`config.mk`:
```
export PLATFORM = sky130hd
export DESIGN_NAME = midi_clock_tempo_tracker_core
export DESIGN_NICKNAME = d
export VERILOG_FILES = /design/src/mctt_pkg.sv /design/src/mctt_div.sv /design/src/midi_clock_tempo_tracker_core.sv
export SDC_FILE = /design/constraint.sdc
export NUM_CORES = 1
export LEC_CHECK = 0
export BUFFER_PORTS_ARGS = -buffer_cell sky130_fd_sc_hd__buf_4
export CORE_MARGIN = 2
export CORE_UTILIZATION = 60
export DETAILED_ROUTE_END_ITERATION = 8
export MAX_ROUTING_LAYER = met4
export PLACE_DENSITY = 0.84
export SLEW_MARGIN = 30
export SYNTH_ARGS = -nofsm -noshare
export SYNTH_HDL_FRONTEND = slang
export SYNTH_SLANG_ARGS = --single-unit
```
`constraint.sdc`:
```
create_clock -name clk_i -period 7.3 [get_ports clk_i]
set_input_delay 0.365 -clock clk_i [delete_from_list [all_inputs] [get_ports clk_i]]
set_output_delay 0.365 -clock clk_i [all_outputs]
set_load 0.005 [all_outputs]
```
`src/mctt_pkg.sv`:
```
// ----------------------------------------------------------------------------
// MIDI clock tempo tracker package
// Shared widths, constants and the sequencer state type.
// ----------------------------------------------------------------------------
package mctt_pkg;

  // Width of the shared serial divider.
  localparam int unsigned DivW = 24;
  localparam int unsigned DivCntW = $clog2(DivW + 1);

  localparam int unsigned TicksPerQuarter = 24;

  localparam logic [8:0]  MinBpm      = 9'd20;
  localparam logic [8:0]  MaxBpm      = 9'd300;
  localparam logic [31:0] MinInterval = 32'd200;
  localparam logic [31:0] MaxInterval = 32'd3000;
  localparam logic [31:0] RateLimitMs = 32'd500;

  // Average thresholds in Q12.8 milliseconds.
  localparam logic [19:0] AvgFast = 20'(300 * 256);
  localparam logic [19:0] AvgSlow = 20'(1000 * 256);

  // 60000 ms per minute, scaled by 256 for the Q12.8 average.
  localparam logic [DivW-1:0] BpmNumerator = DivW'(60000 * 256);
  localparam logic [DivW-1:0] MsPerMinute  = DivW'(60000);

  // Configuration register indexes.
  localparam logic [2:0] CfgSrcEn     = 3'd0;
  localparam logic [2:0] CfgDeadzone  = 3'd1;
  localparam logic [2:0] CfgDivider   = 3'd2;
  localparam logic [2:0] CfgBeatsBar  = 3'd3;
  localparam logic [2:0] CfgLedEn     = 3'd4;
  localparam logic [2:0] CfgEmphasize = 3'd5;
  localparam logic [2:0] CfgPercent   = 3'd6;

  typedef enum logic [10:0] {
    S_IDLE = 11'b00000000001,
    S_QTR  = 11'b00000000010,
    S_AVG  = 11'b00000000100,
    S_D10  = 11'b00000001000,
    S_BPM  = 11'b00000010000,
    S_DB   = 11'b00000100000,
    S_DEC  = 11'b00001000000,
    S_BEAT = 11'b00010000000,
    S_F1   = 11'b00100000000,
    S_F2   = 11'b01000000000,
    S_OUT  = 11'b10000000000
  } state_e;

endpackage

```
`src/mctt_div.sv`:
```
// ----------------------------------------------------------------------------
// Serial divider
// Restoring unsigned divider producing one quotient bit per cycle.
// ----------------------------------------------------------------------------
module mctt_div import mctt_pkg::*; (
  input  logic            clk_i,
  input  logic            rst_ni,
  input  logic            start_i,
  input  logic [DivW-1:0] dividend_i,
  input  logic [DivW-1:0] divisor_i,
  output logic            done_o,
  output logic [DivW-1:0] quotient_o
);

  logic [DivW:0]      rem_q;
  logic [DivW-1:0]    quo_q;
  logic [DivW-1:0]    dsr_q;
  logic [DivCntW-1:0] cnt_q;
  logic               done_q;

  logic [DivW:0] shifted;
  logic [DivW:0] diff;

  // One trial subtraction per cycle.
  assign shifted = {rem_q[DivW-1:0], quo_q[DivW-1]};
  assign diff    = shifted - {1'b0, dsr_q};

  // Control counter and done pulse.
  always_ff @(posedge clk_i or negedge rst_ni) begin
    if (!rst_ni) begin
      cnt_q  <= '0;
      done_q <= 1'b0;
    end else if (start_i) begin
      cnt_q  <= DivCntW'(DivW);
      done_q <= 1'b0;
    end else if (cnt_q != '0) begin
      cnt_q  <= cnt_q - DivCntW'(1);
      done_q <= (cnt_q == DivCntW'(1));
    end else begin
      done_q <= 1'b0;
    end
  end

  // Remainder and quotient shift registers.
  always_ff @(posedge clk_i) begin
    if (start_i) begin
      rem_q <= '0;
      quo_q <= dividend_i;
      dsr_q <= divisor_i;
    end else if (cnt_q != '0) begin
      if (!diff[DivW]) begin
        rem_q <= diff;
        quo_q <= {quo_q[DivW-2:0], 1'b1};
      end else begin
        rem_q <= shifted;
        quo_q <= {quo_q[DivW-2:0], 1'b0};
      end
    end
  end

  assign done_o     = done_q;
  assign quotient_o = quo_q;

endmodule

```
`src/midi_clock_tempo_tracker_core.sv`:
```
// Up to four divisions per tick run in the shared one-bit-per-cycle divider: the
// average blend, the BPM and, for a flash, the beat length and its percentage.
// One tick is processed at a time; the next is accepted once the result is
// registered and the sequencer is back in idle. Reset is asynchronous and active
// low; it restores the configuration, control and tracking state, while the
// working and result payload registers are not reset.
// ----------------------------------------------------------------------------
// MIDI clock tempo tracker core
// Averages quarter-note intervals into a tempo and produces beat and LED events.
// ----------------------------------------------------------------------------
module midi_clock_tempo_tracker_core import mctt_pkg::*; (
  input  logic        clk_i,
  input  logic        rst_ni,
  // Configuration write port
  input  logic        cfg_we_i,
  input  logic [2:0]  cfg_idx_i,
  input  logic [6:0]  cfg_wdata_i,
  // Input channel
  input  logic        in_valid_i,
  output logic        in_stall_o,
  input  logic [31:0] now_ms_i,
  // Output channel
  output logic        out_valid_o,
  input  logic        out_stall_i,
  output logic        tempo_changed_o,
  output logic [8:0]  bpm_o,
  output logic        beat_o,
  output logic [4:0]  bar_pos_o,
  output logic        flash_o,
  output logic [9:0]  flash_length_ms_o
);

  // Configuration registers.
  logic       src_en_q, led_en_q, emph_q;
  logic [2:0] deadzone_q;
  logic [6:0] divider_q;
  logic [4:0] bpb_q;
  logic [3:0] percent_q;

  always_ff @(posedge clk_i or negedge rst_ni) begin
    if (!rst_ni) begin
      src_en_q   <= 1'b1;
      deadzone_q <= 3'd0;
      divider_q  <= 7'd24;
      bpb_q      <= 5'd4;
      led_en_q   <= 1'b0;
      emph_q     <= 1'b1;
      percent_q  <= 4'd3;
    end else if (cfg_we_i) begin
      case (cfg_idx_i)
        CfgSrcEn:     src_en_q   <= cfg_wdata_i[0];
        CfgDeadzone:  deadzone_q <= cfg_wdata_i[2:0];
        CfgDivider:   divider_q  <= cfg_wdata_i[6:0];
        CfgBeatsBar:  bpb_q      <= cfg_wdata_i[4:0];
        CfgLedEn:     led_en_q   <= cfg_wdata_i[0];
        CfgEmphasize: emph_q     <= cfg_wdata_i[0];
        CfgPercent:   percent_q  <= cfg_wdata_i[3:0];
        default: ;
      endcase
    end
  end

  // Tracking state.
  state_e      state_q, state_d;
  logic [4:0]  qphase_q, qphase_d;
  logic [6:0]  dphase_q, dphase_d;
  logic [31:0] lqt_q, lqt_d;
  logic [19:0] avg_q, avg_d;
  logic        avg_valid_q, avg_valid_d;
  logic [31:0] lut_q, lut_d;
  logic [8:0]  cur_q, cur_d;
  logic [4:0]  bcount_q, bcount_d;

  // Per-transaction working registers.
  logic [31:0] now_q, now_d;
  logic [11:0] ival_q, ival_d;
  logic [8:0]  nb_q, nb_d;
  logic        chg_q, chg_d;
  logic        beat_q, beat_d;
  logic [4:0]  pos_q, pos_d;
  logic        flash_q, flash_d;
  logic [9:0]  flen_q, flen_d;

  // Output register.
  logic        out_valid_q, out_valid_d;
  logic        o_chg_q, o_chg_d, o_beat_q, o_beat_d, o_flash_q, o_flash_d;
  logic [8:0]  o_bpm_q, o_bpm_d;
  logic [4:0]  o_pos_q, o_pos_d;
  logic [9:0]  o_flen_q, o_flen_d;

  // Shared divider.
  logic            div_start;
  logic [DivW-1:0] div_dvd, div_dsr, div_quo;
  logic            div_done;

  mctt_div u_div (
    .clk_i      (clk_i),
    .rst_ni     (rst_ni),
    .start_i    (div_start),
    .dividend_i (div_dvd),
    .divisor_i  (div_dsr),
    .done_o     (div_done),
    .quotient_o (div_quo)
  );

  logic        in_acc;
  logic [31:0] ival_full, since_upd;
  logic [19:0] iq;
  logic [22:0] e4, e6, iq5;
  logic [23:0] blend;
  logic [7:0]  div_eff, dphase_inc;
  logic [5:0]  bcount_inc;
  logic [8:0]  delta;
  logic [15:0] prod;

  assign in_acc = in_valid_i && !in_stall_o;

  // Arithmetic helpers, each used by one sequencer state.
  always_comb begin
    ival_full  = now_q - lqt_q;
    since_upd  = now_q - lut_q;
    iq         = {ival_q, 8'd0};
    e4         = {1'b0, avg_q, 2'b00};
    e6         = {1'b0, avg_q, 2'b00} + {2'b00, avg_q, 1'b0};
    iq5        = {1'b0, iq, 2'b00} + {3'b000, iq};
    div_eff    = (divider_q == 7'd0) ? 8'd1 : {1'b0, divider_q};
    dphase_inc = {1'b0, dphase_q} + 8'd1;
    bcount_inc = {1'b0, bcount_q} + 6'd1;
    delta      = (nb_q > cur_q) ? (nb_q - cur_q) : (cur_q - nb_q);
    prod       = {4'd0, div_quo[11:0]} * {12'd0, percent_q};
    // Alpha of 0.5, 0.3 or 0.4 by tempo; rounding constant of 5 tenths.
    if (avg_q < AvgFast) begin
      blend = 24'(5) * {4'd0, iq} + 24'(5) * {4'd0, avg_q} + 24'd5;
    end else if (avg_q > AvgSlow) begin
      blend = 24'(3) * {4'd0, iq} + 24'(7) * {4'd0, avg_q} + 24'd5;
    end else begin
      blend = 24'(4) * {4'd0, iq} + 24'(6) * {4'd0, avg_q} + 24'd5;
    end
  end

  // Sequencer.
  always_comb begin
    state_d     = state_q;
    qphase_d    = qphase_q;
    dphase_d    = dphase_q;
    lqt_d       = lqt_q;
    avg_d       = avg_q;
    avg_valid_d = avg_valid_q;
    lut_d       = lut_q;
    cur_d       = cur_q;
    bcount_d    = bcount_q;
    now_d       = now_q;
    ival_d      = ival_q;
    nb_d        = nb_q;
    chg_d       = chg_q;
    beat_d      = beat_q;
    pos_d       = pos_q;
    flash_d     = flash_q;
    flen_d      = flen_q;
    div_start   = 1'b0;
    div_dvd     = '0;
    div_dsr     = '0;
    out_valid_d = out_valid_q && out_stall_i;
    o_chg_d     = o_chg_q;
    o_bpm_d     = o_bpm_q;
    o_beat_d    = o_beat_q;
    o_pos_d     = o_pos_q;
    o_flash_d   = o_flash_q;
    o_flen_d    = o_flen_q;

    case (state_q)
      S_IDLE: begin
        if (in_acc) begin
          now_d   = now_ms_i;
          chg_d   = 1'b0;
          beat_d  = 1'b0;
          pos_d   = '0;
          flash_d = 1'b0;
          flen_d  = '0;
          state_d = src_en_q ? S_QTR : S_OUT;
        end
      end
      S_QTR: begin
        state_d = S_BEAT;
        if ({27'd0, qphase_q} + 32'd1 >= 32'(TicksPerQuarter)) begin
          qphase_d = '0;
          lqt_d    = now_q;
          if (lqt_q != '0 && ival_full >= MinInterval && ival_full <= MaxInterval) begin
            ival_d  = ival_full[11:0];
            state_d = S_AVG;
          end
        end else begin
          qphase_d = qphase_q + 5'd1;
        end
      end
      S_AVG: begin
        avg_valid_d = 1'b1;
        if (avg_valid_q && e4 <= iq5 && iq5 <= e6) begin
          div_start = 1'b1;
          div_dvd   = blend;
          div_dsr   = DivW'(10);
          state_d   = S_D10;
        end else begin
          avg_d   = iq;
          state_d = S_BPM;
        end
      end
      S_D10: begin
        if (div_done) begin
          avg_d   = div_quo[19:0];
          state_d = S_BPM;
        end
      end
      S_BPM: begin
        if (avg_q == '0) begin
          nb_d    = MaxBpm;
          state_d = S_DEC;
        end else begin
          div_start = 1'b1;
          div_dvd   = BpmNumerator;
          div_dsr   = {4'd0, avg_q};
          state_d   = S_DB;
        end
      end
      S_DB: begin
        if (div_done) begin
          if (div_quo > DivW'(MaxBpm)) begin
            nb_d = MaxBpm;
          end else if (div_quo < DivW'(MinBpm)) begin
            nb_d = MinBpm;
          end else begin
            nb_d = div_quo[8:0];
          end
          state_d = S_DEC;
        end
      end
      S_DEC: begin
        if (delta > {6'd0, deadzone_q} && (lut_q == '0 || since_upd >= RateLimitMs)) begin
          cur_d = nb_q;
          lut_d = now_q;
          chg_d = 1'b1;
        end
        state_d = S_BEAT;
      end
      S_BEAT: begin
        state_d = S_OUT;
        if (dphase_inc >= div_eff) begin
          dphase_d = '0;
          beat_d   = 1'b1;
          if (bcount_inc > {1'b0, bpb_q}) begin
            bcount_d = 5'd1;
          end else begin
            bcount_d = bcount_inc[4:0];
          end
          pos_d = bcount_d;
          if (led_en_q) begin
            div_start = 1'b1;
            div_dvd   = MsPerMinute;
            div_dsr   = (cur_q == '0) ? DivW'(1) : {15'd0, cur_q};
            state_d   = S_F1;
          end
        end else begin
          dphase_d = dphase_inc[6:0];
        end
      end
      S_F1: begin
        if (div_done) begin
          div_start = 1'b1;
          div_dvd   = {8'd0, prod};
          div_dsr   = DivW'(100);
          state_d   = S_F2;
        end
      end
      S_F2: begin
        if (div_done) begin
          flash_d = 1'b1;
          // Doubling on the downbeat keeps the low ten bits.
          if (emph_q && bcount_q == 5'd1) begin
            flen_d = {div_quo[8:0], 1'b0};
          end else begin
            flen_d = div_quo[9:0];
          end
          state_d = S_OUT;
        end
      end
      S_OUT: begin
        // Load the result once the output register is free.
        if (!out_valid_q || !out_stall_i) begin
          out_valid_d = 1'b1;
          o_chg_d     = chg_q;
          o_bpm_d     = cur_q;
          o_beat_d    = beat_q;
          o_pos_d     = pos_q;
          o_flash_d   = flash_q;
          o_flen_d    = flen_q;
          state_d     = S_IDLE;
        end
      end
      default: state_d = S_IDLE;
    endcase
  end

  // Control and tracking state.
  always_ff @(posedge clk_i or negedge rst_ni) begin
    if (!rst_ni) begin
      state_q     <= S_IDLE;
      qphase_q    <= '0;
      dphase_q    <= '0;
      lqt_q       <= '0;
      avg_q       <= '0;
      avg_valid_q <= 1'b0;
      lut_q       <= '0;
      cur_q       <= 9'd120;
      bcount_q    <= '0;
      out_valid_q <= 1'b0;
    end else begin
      state_q     <= state_d;
      qphase_q    <= qphase_d;
      dphase_q    <= dphase_d;
      lqt_q       <= lqt_d;
      avg_q       <= avg_d;
      avg_valid_q <= avg_valid_d;
      lut_q       <= lut_d;
      cur_q       <= cur_d;
      bcount_q    <= bcount_d;
      out_valid_q <= out_valid_d;
    end
  end

  // Working and result payload registers.
  always_ff @(posedge clk_i) begin
    now_q     <= now_d;
    ival_q    <= ival_d;
    nb_q      <= nb_d;
    chg_q     <= chg_d;
    beat_q    <= beat_d;
    pos_q     <= pos_d;
    flash_q   <= flash_d;
    flen_q    <= flen_d;
    o_chg_q   <= o_chg_d;
    o_bpm_q   <= o_bpm_d;
    o_beat_q  <= o_beat_d;
    o_pos_q   <= o_pos_d;
    o_flash_q <= o_flash_d;
    o_flen_q  <= o_flen_d;
  end

  assign in_stall_o        = (state_q != S_IDLE);
  assign out_valid_o       = out_valid_q;
  assign tempo_changed_o   = o_chg_q;
  assign bpm_o             = o_bpm_q;
  assign beat_o            = o_beat_q;
  assign bar_pos_o         = o_pos_q;
  assign flash_o           = o_flash_q;
  assign flash_length_ms_o = o_flen_q;

  // The tracked tempo never leaves the clamped range.
  a_bpm_range: assert property (@(posedge clk_i) disable iff (!rst_ni)
    cur_q >= MinBpm && cur_q <= MaxBpm)
    else $error("tempo outside clamped range");

  // A beat position is reported exactly on beats.
  a_pos_beat: assert property (@(posedge clk_i) disable iff (!rst_ni)
    out_valid_q |-> ((o_pos_q != '0) == o_beat_q))
    else $error("beat position without beat");

  // A flash comes only with a beat, and a length only with a flash.
  a_flash_beat: assert property (@(posedge clk_i) disable iff (!rst_ni)
    out_valid_q |-> ((!o_flash_q || o_beat_q) && (o_flash_q || o_flen_q == '0)))
    else $error("flash outside a beat");

  // The divider is only started from an idle unit.
  a_div_start: assert property (@(posedge clk_i) disable iff (!rst_ni)
    div_start |=> !div_done)
    else $error("divider done too early");

endmodule

```
Word level (Yosys, flattened, before mapping)
Index checks and enable logic that the tools add are counted.
{"block": "op_classes", "mux": 72, "eq_ne": 30, "mul": 6, "magnitude_cmp": 14, "reduce_logical": 45, "n_addsub": 18}
{"op": "$mux W24", "count": 7}
{"op": "$pmux W11 S11", "count": 1}
{"op": "$mux W11", "count": 9}
{"op": "$pmux W24 S4", "count": 1}
{"op": "$pmux W20 S4", "count": 1}
{"op": "$add A24 B3 Y24 const B", "count": 3}
{"op": "$mux W9", "count": 8}
{"op": "$sub A32 B32 Y32", "count": 2}
{"op": "$mux W20", "count": 3}
{"op": "$add A22 B23 Y24", "count": 2}
{"op": "$mux W16", "count": 3}
{"op": "$mul A3 B20 Y23 const A", "count": 2}
{"op": "$pmux W20 S2", "count": 1}
{"op": "$mux W5", "count": 7}
{"op": "$ge A32 B8 Y1 const B", "count": 1}
{"op": "$ge A32 B9 Y1 const B", "count": 1}
{"op": "$le A32 B12 Y1 const B", "count": 1}
{"op": "$logic_not A32 Y1", "count": 1}
{"op": "$reduce_bool A32 Y1", "count": 1}
{"op": "$mux W10", "count": 3}
{"op": "$mux W7", "count": 4}
{"op": "$sub A25 B24 Y25", "count": 1}
{"op": "$add A23 B23 Y24", "count": 1}
{"op": "$gt A24 B9 Y1 const B", "count": 1}
{"op": "other kinds (59)", "count": 120}
{"block": "totals", "word_cells": 221, "regBits": 321, "output_inout_bits": 29}

Logic depth before layout (Yosys ltp)
{"block": "logic_depth", "depth_word": 8, "mapped_depth": 27, "depth_no_buf": 26}

Hierarchy
From an unflattened synthesis, not the netlist that was laid out.
{"block": "hier_totals", "hier_cells": 3133, "hier_area_um2": 28498.6}
{"mod": "midi_clock_tempo_tracker_core", "instances": 1, "cells_each": 2678, "area_each_um2": 23999.3}
{"mod": "mctt_div", "instances": 1, "cells_each": 455, "area_each_um2": 4499.3}

Worst setup path before layout
Ideal clock, no wire load.
{"block": "synth_timing", "kind": "flip-flop to flip-flop", "from": "reg avg_q[2]", "to": "reg u_div.quo_q[0], in the netlist u_div.quotient_o[0], enable pin", "n_path_buf": 1, "setup_slack_ns": 1.399, "required_time_ns": 6.919, "setup_time_ns": 0.381, "path_stages_with_launch": 25, "arrival_time_ns": 5.520, "cell_sequence": "dfrtp_1 -> inv_1 -> ha_1 -> nor2b_1 -> o21a_1 -> o21ai_0 -> a21oi_1 -> o21ai_0 -> a21oi_1 -> o41a_1 -> a311oi_1 -> nor2_1 -> nor2_1 -> xnor2_1 -> inv_1 -> ha_1 -> and3_1 -> nand4_1 -> or4_1 -> nor4_1 -> o21a_1 -> nand2b_1 -> and3_1 -> clkbuf_1 -> nand2_1"}
{"block": "synth_between", "elab_chain_cells": 6, "elab_cells_between_ends": 10}
{"element": "start: declaration", "line": "midi_clock_tempo_tracker_core.sv:68", "text": "logic [19:0] avg_q, avg_d;"}
{"element": "start signal: assignment", "line": "midi_clock_tempo_tracker_core.sv:321", "text": "avg_q <= avg_d;"}
{"element": "$add A22 B21 Y23 or $le A22 B23 Y1 (tied branches)", "line": "midi_clock_tempo_tracker_core.sv:124, midi_clock_tempo_tracker_core.sv:198"}
{"element": "$le A23 B23 Y1 or $logic_and A1 B1 Y1 (tied branches)", "line": "midi_clock_tempo_tracker_core.sv:198", "text": "if (avg_valid_q && e4 <= iq5 && iq5 <= e6) begin"}
{"element": "$logic_and A1 B1 Y1", "line": "midi_clock_tempo_tracker_core.sv:198"}
{"element": "$mux W1", "line": "midi_clock_tempo_tracker_core.sv:198"}
{"element": "$pmux W1 S4 (*)", "line": "midi_clock_tempo_tracker_core.sv:171", "text": "case (state_q)"}
{"element": "$reduce_bool A2 Y1 (no source line) (*)"}
{"element": "end signal: assignment", "line": "mctt_div.sv:48", "text": "quo_q <= dividend_i;"}
{"element": "end signal: assignment", "line": "mctt_div.sv:53", "text": "quo_q <= {quo_q[DivW-2:0], 1'b1};"}
{"element": "end signal: assignment", "line": "mctt_div.sv:56", "text": "quo_q <= {quo_q[DivW-2:0], 1'b0};"}
{"element": "end: declaration", "line": "mctt_div.sv:16", "text": "logic [DivW-1:0] quo_q;"}
Every way passes the cells marked *; elsewhere a longest branch is shown, timed or not.
A chain may end at the register's enable or synchronous reset.

Worst setup path after layout
{"block": "layout_timing", "from": "reg avg_q[2]", "to": "reg u_div.quo_q[21], in the netlist u_div.quotient_o[21], enable pin"}
The elaborated chain is that of the path after synthesis.

==> reports/qor.yml <==
status: "finished, final reports clean"
finalSetupTns_ns: 0
hold_depth: 3
finalSetupViolations: 0
layout_commonest_cell: "ha_1"
grt_antenna_before_repair: 0
clk_latency_ns: 0.58
vias: 23700
critPathArrivalTime_ns: 7.00
cts-resized-gates: 0
path_max_fanout: 24
hpwlAfterDp_um: 58790
vias_per_cell: 6.279
end_kind: "flop"
yosys.area_share.xor_xnor_pct: 5.538
final_cell_mix: "ha_1, inv_1, nand2_1"
met2_usage_pct: 55.58
die_h_um: 220.0
place_congestion: 0.9832
synth_compound_area_share_pct: 18.10
overflow: 0
synthFlopType: "edfxtp_1"
synth_cell_types: 87
grt_pass1_vias: 23640
drtIter0Drc: 2181
use_met3_pct: 4.265
ff2ff_setup_slack_ns: 0.53
multi_input_area_mm2: 0.01792
clkTransAtPathRegs_ns: 0.06
grtUsageMet1_pct: 40.36
slew_headroom_pct: 30.57
post_drt_wl_per_cell_um: 20.45
cts-root-buf: "clkbuf_16"
vdd_ir_drop_max_mv: 0.2752
clock_skew_ns: 0.03129
synthMuxAreaShare_pct: 4.541
ys_seq_area_share_pct: 30.50
io_pins: 76
rows: 79
fmax_ghz: 0.1476
track_usage_pct: 33.15
nets: 3593
die_x_um: 220.0
yosys_warnings: 0
cts_tree: "built"
first_pass_iters: 6
netlist_area_mm2: 0.02799
htree_levels: 2
route.antenna.remaining_nets: 0
wl_um: 77180
worst_slew_pin_slew_ns: 1.039
synth_top_family_by_area: "adder cells"
whs_ns: 0.04400
dieArea_mm2: 0.04840
core_area_mm2: 0.04626
netlist.area_leader.share_pct: 15.23
nFillCells: 3586
final_core_util_pct: 66.52
power.density_mw_per_mm2: 263.5
critPathKind: "flop to flop"
syn_to_final_growth_pct: 9.923
drc: 0
design_area_mm2: 0.03077
p_leak_nw: 14.01
synth_area_leaders: "edfxtp_1, ha_1, dfrtp_1, fa_1, inv_1"
worst_setup_path_start_kind: "flop"
initial_core_util_pct: 60.51
drive_gt1_share_pct: 8.557
ys_seq_elements: 317
cap_violations: 0
synthArstFlopShare_pct: 47.63
required_ns: 7.52
cts_sinks: 317
synth_fp_nets: 3521
synthCells: 3067
final_max_slew_viol_count: 0
synth_edf_count: 142
worstRegToRegCells: 25
port_buffers: 75
min_period_over_period_pct: 92.78
hp-class: "input pin to flop"
antenna_cells: 0
grt-busiest-layer: "met2"
avgSynthCellArea_um2: 9.127
final-seq-area_mm2: 0.008538
clockBufferDepth: 3
grt_max_degree: 86
synth_top_area_cell: "edfxtp_1"
fin_crit_ns: 6.773
finalHoldViolCount: 0
synth_adder_area_share_pct: 20.34
grt_pass1_wl_um: 123700
finalPower_mw: 8.107
numCtsBuffers: 37
place_area_mm2: 0.02914
rsz0062_at_grt: "false"
yosys.area_share.simple_pct: 15.27
worst max-delay path, cell delays in order, from the launching register on:
cell      delay [ns]
dfrtp_1         0.55
inv_1           0.18
ha_1            0.41
nor2b_1         0.17
o21a_1          0.17
o21ai_0         0.32
a21oi_1         0.16
o21ai_0         0.27
a21oi_1         0.16
o41a_1          0.42
a311oi_1        0.40
nor2_1          0.09
nor2_1          0.12
xnor2_1         0.16
inv_1           0.07
ha_1            0.29
and3_1          0.17
nand4_1         0.14
or4_1           0.54
nor4_1          0.31
o21a_1          0.27
nand2b_1        0.10
and3_1          0.27
buf_4           0.25
nand2_1         0.09
buf_4           0.32
state kept, by name, summed over array words and instances (netlist names), 3 cells and up:
name	count
dphase_q	7
bpb_q	5
percent_q	4
u_div.quotient_o	24
u_div.dsr_q	20
avg_q	20
bcount_q	5
flash_length_ms_o	10
bar_pos_o	5
qphase_q	5
lut_q	32
pos_q	5
divider_q	7
u_div.rem_q	24
deadzone_q	3
cur_q	9
u_div.cnt_q	5
flen_q	10
lqt_q	32
bpm_o	9
state_q	11
nb_q	9
now_q	32
ival_q	12
layer usage:
layer	share of wire, %	vias up
li1	-	11130
met5	0	-
met4	4.8	0
met3	5.9	207
met2	49	897
met1	41	11460
where the power goes:
part	switching, mW	leakage, nW	internal [mW]
Sequential	0.429	3.62	2.31
Combinational	1.96	9.76	1.47
Clock	0.788	0.633	1.15
Yosys cell counts, types with 29 or more instances:
master	instances
nor4_1	36
xor2_1	76
xnor2_1	101
a21oi_1	168
nor2_1	178
nand4_1	29
fa_1	80
inv_1	320
a31oi_1	36
o21ai_0	211
edfxtp_1	142
o21a_1	32
a21o_1	80
and2_1	36
a211oi_1	43
nand2_1	264
and3_1	30
mux2_4	31
dfrtp_1	139
nand2b_1	35
nor3_1	57
nand3_1	58
mux2i_1	58
clkbuf_1	78
ha_1	327
worst paths after layout:
path | to | from
min reg2reg | tempo_changed_o$_DFFE_PP_ | chg_q$_DFFE_PP_
max reg2reg | u_div.quotient_o[21]$_DFFE_PP_ | avg_q[2]$_DFFE_PN0P_
max | u_div.quotient_o[21]$_DFFE_PP_ | avg_q[2]$_DFFE_PN0P_
max in group asynchronous | lqt_q[7]$_DFFE_PN0P_ | rst_ni
min | divider_q[1]$_DFFE_PN0P_ | cfg_wdata_i[1]
min in group asynchronous | u_div.cnt_q[0]$_DFFE_PN0P_ | rst_ni
metrics by stage:
stage               std cells  setup slack [ns]
finish                   3774            0.5270
global route             3774           0.08001
floorplan                3067             1.399
global placement         3672            0.9013
detailed placement       3672            0.6408
CTS                      3774            0.5750
kinds of logic after synthesis:
kind of cell | after synthesis
XOR/XNOR | 177
multiplexers | 109
AND/OR/NAND/NOR | 859
AO/OA/AOI/OAI | 782
adder cells (fa/ha/maj) | 407
flip-flops | 317
buffers and inverters | 416
layout make-up:
type	instances	share of cell area [%]
clock inverters	17	0.6100
repair buffers	128	3.513
clock buffers	50	3.501
multi-input cells	2334	58.24
well taps	607	2.468
flip-flops and latches	317	27.75
inverters	321	3.916
timing repair:
action / in CTS / in global routing
endpoints found under the hold margin: 106 / 0
setup buffers: 0 / 0
hold buffers: 35 / 0
Note: power is estimated with default switching activity, not from simulation.
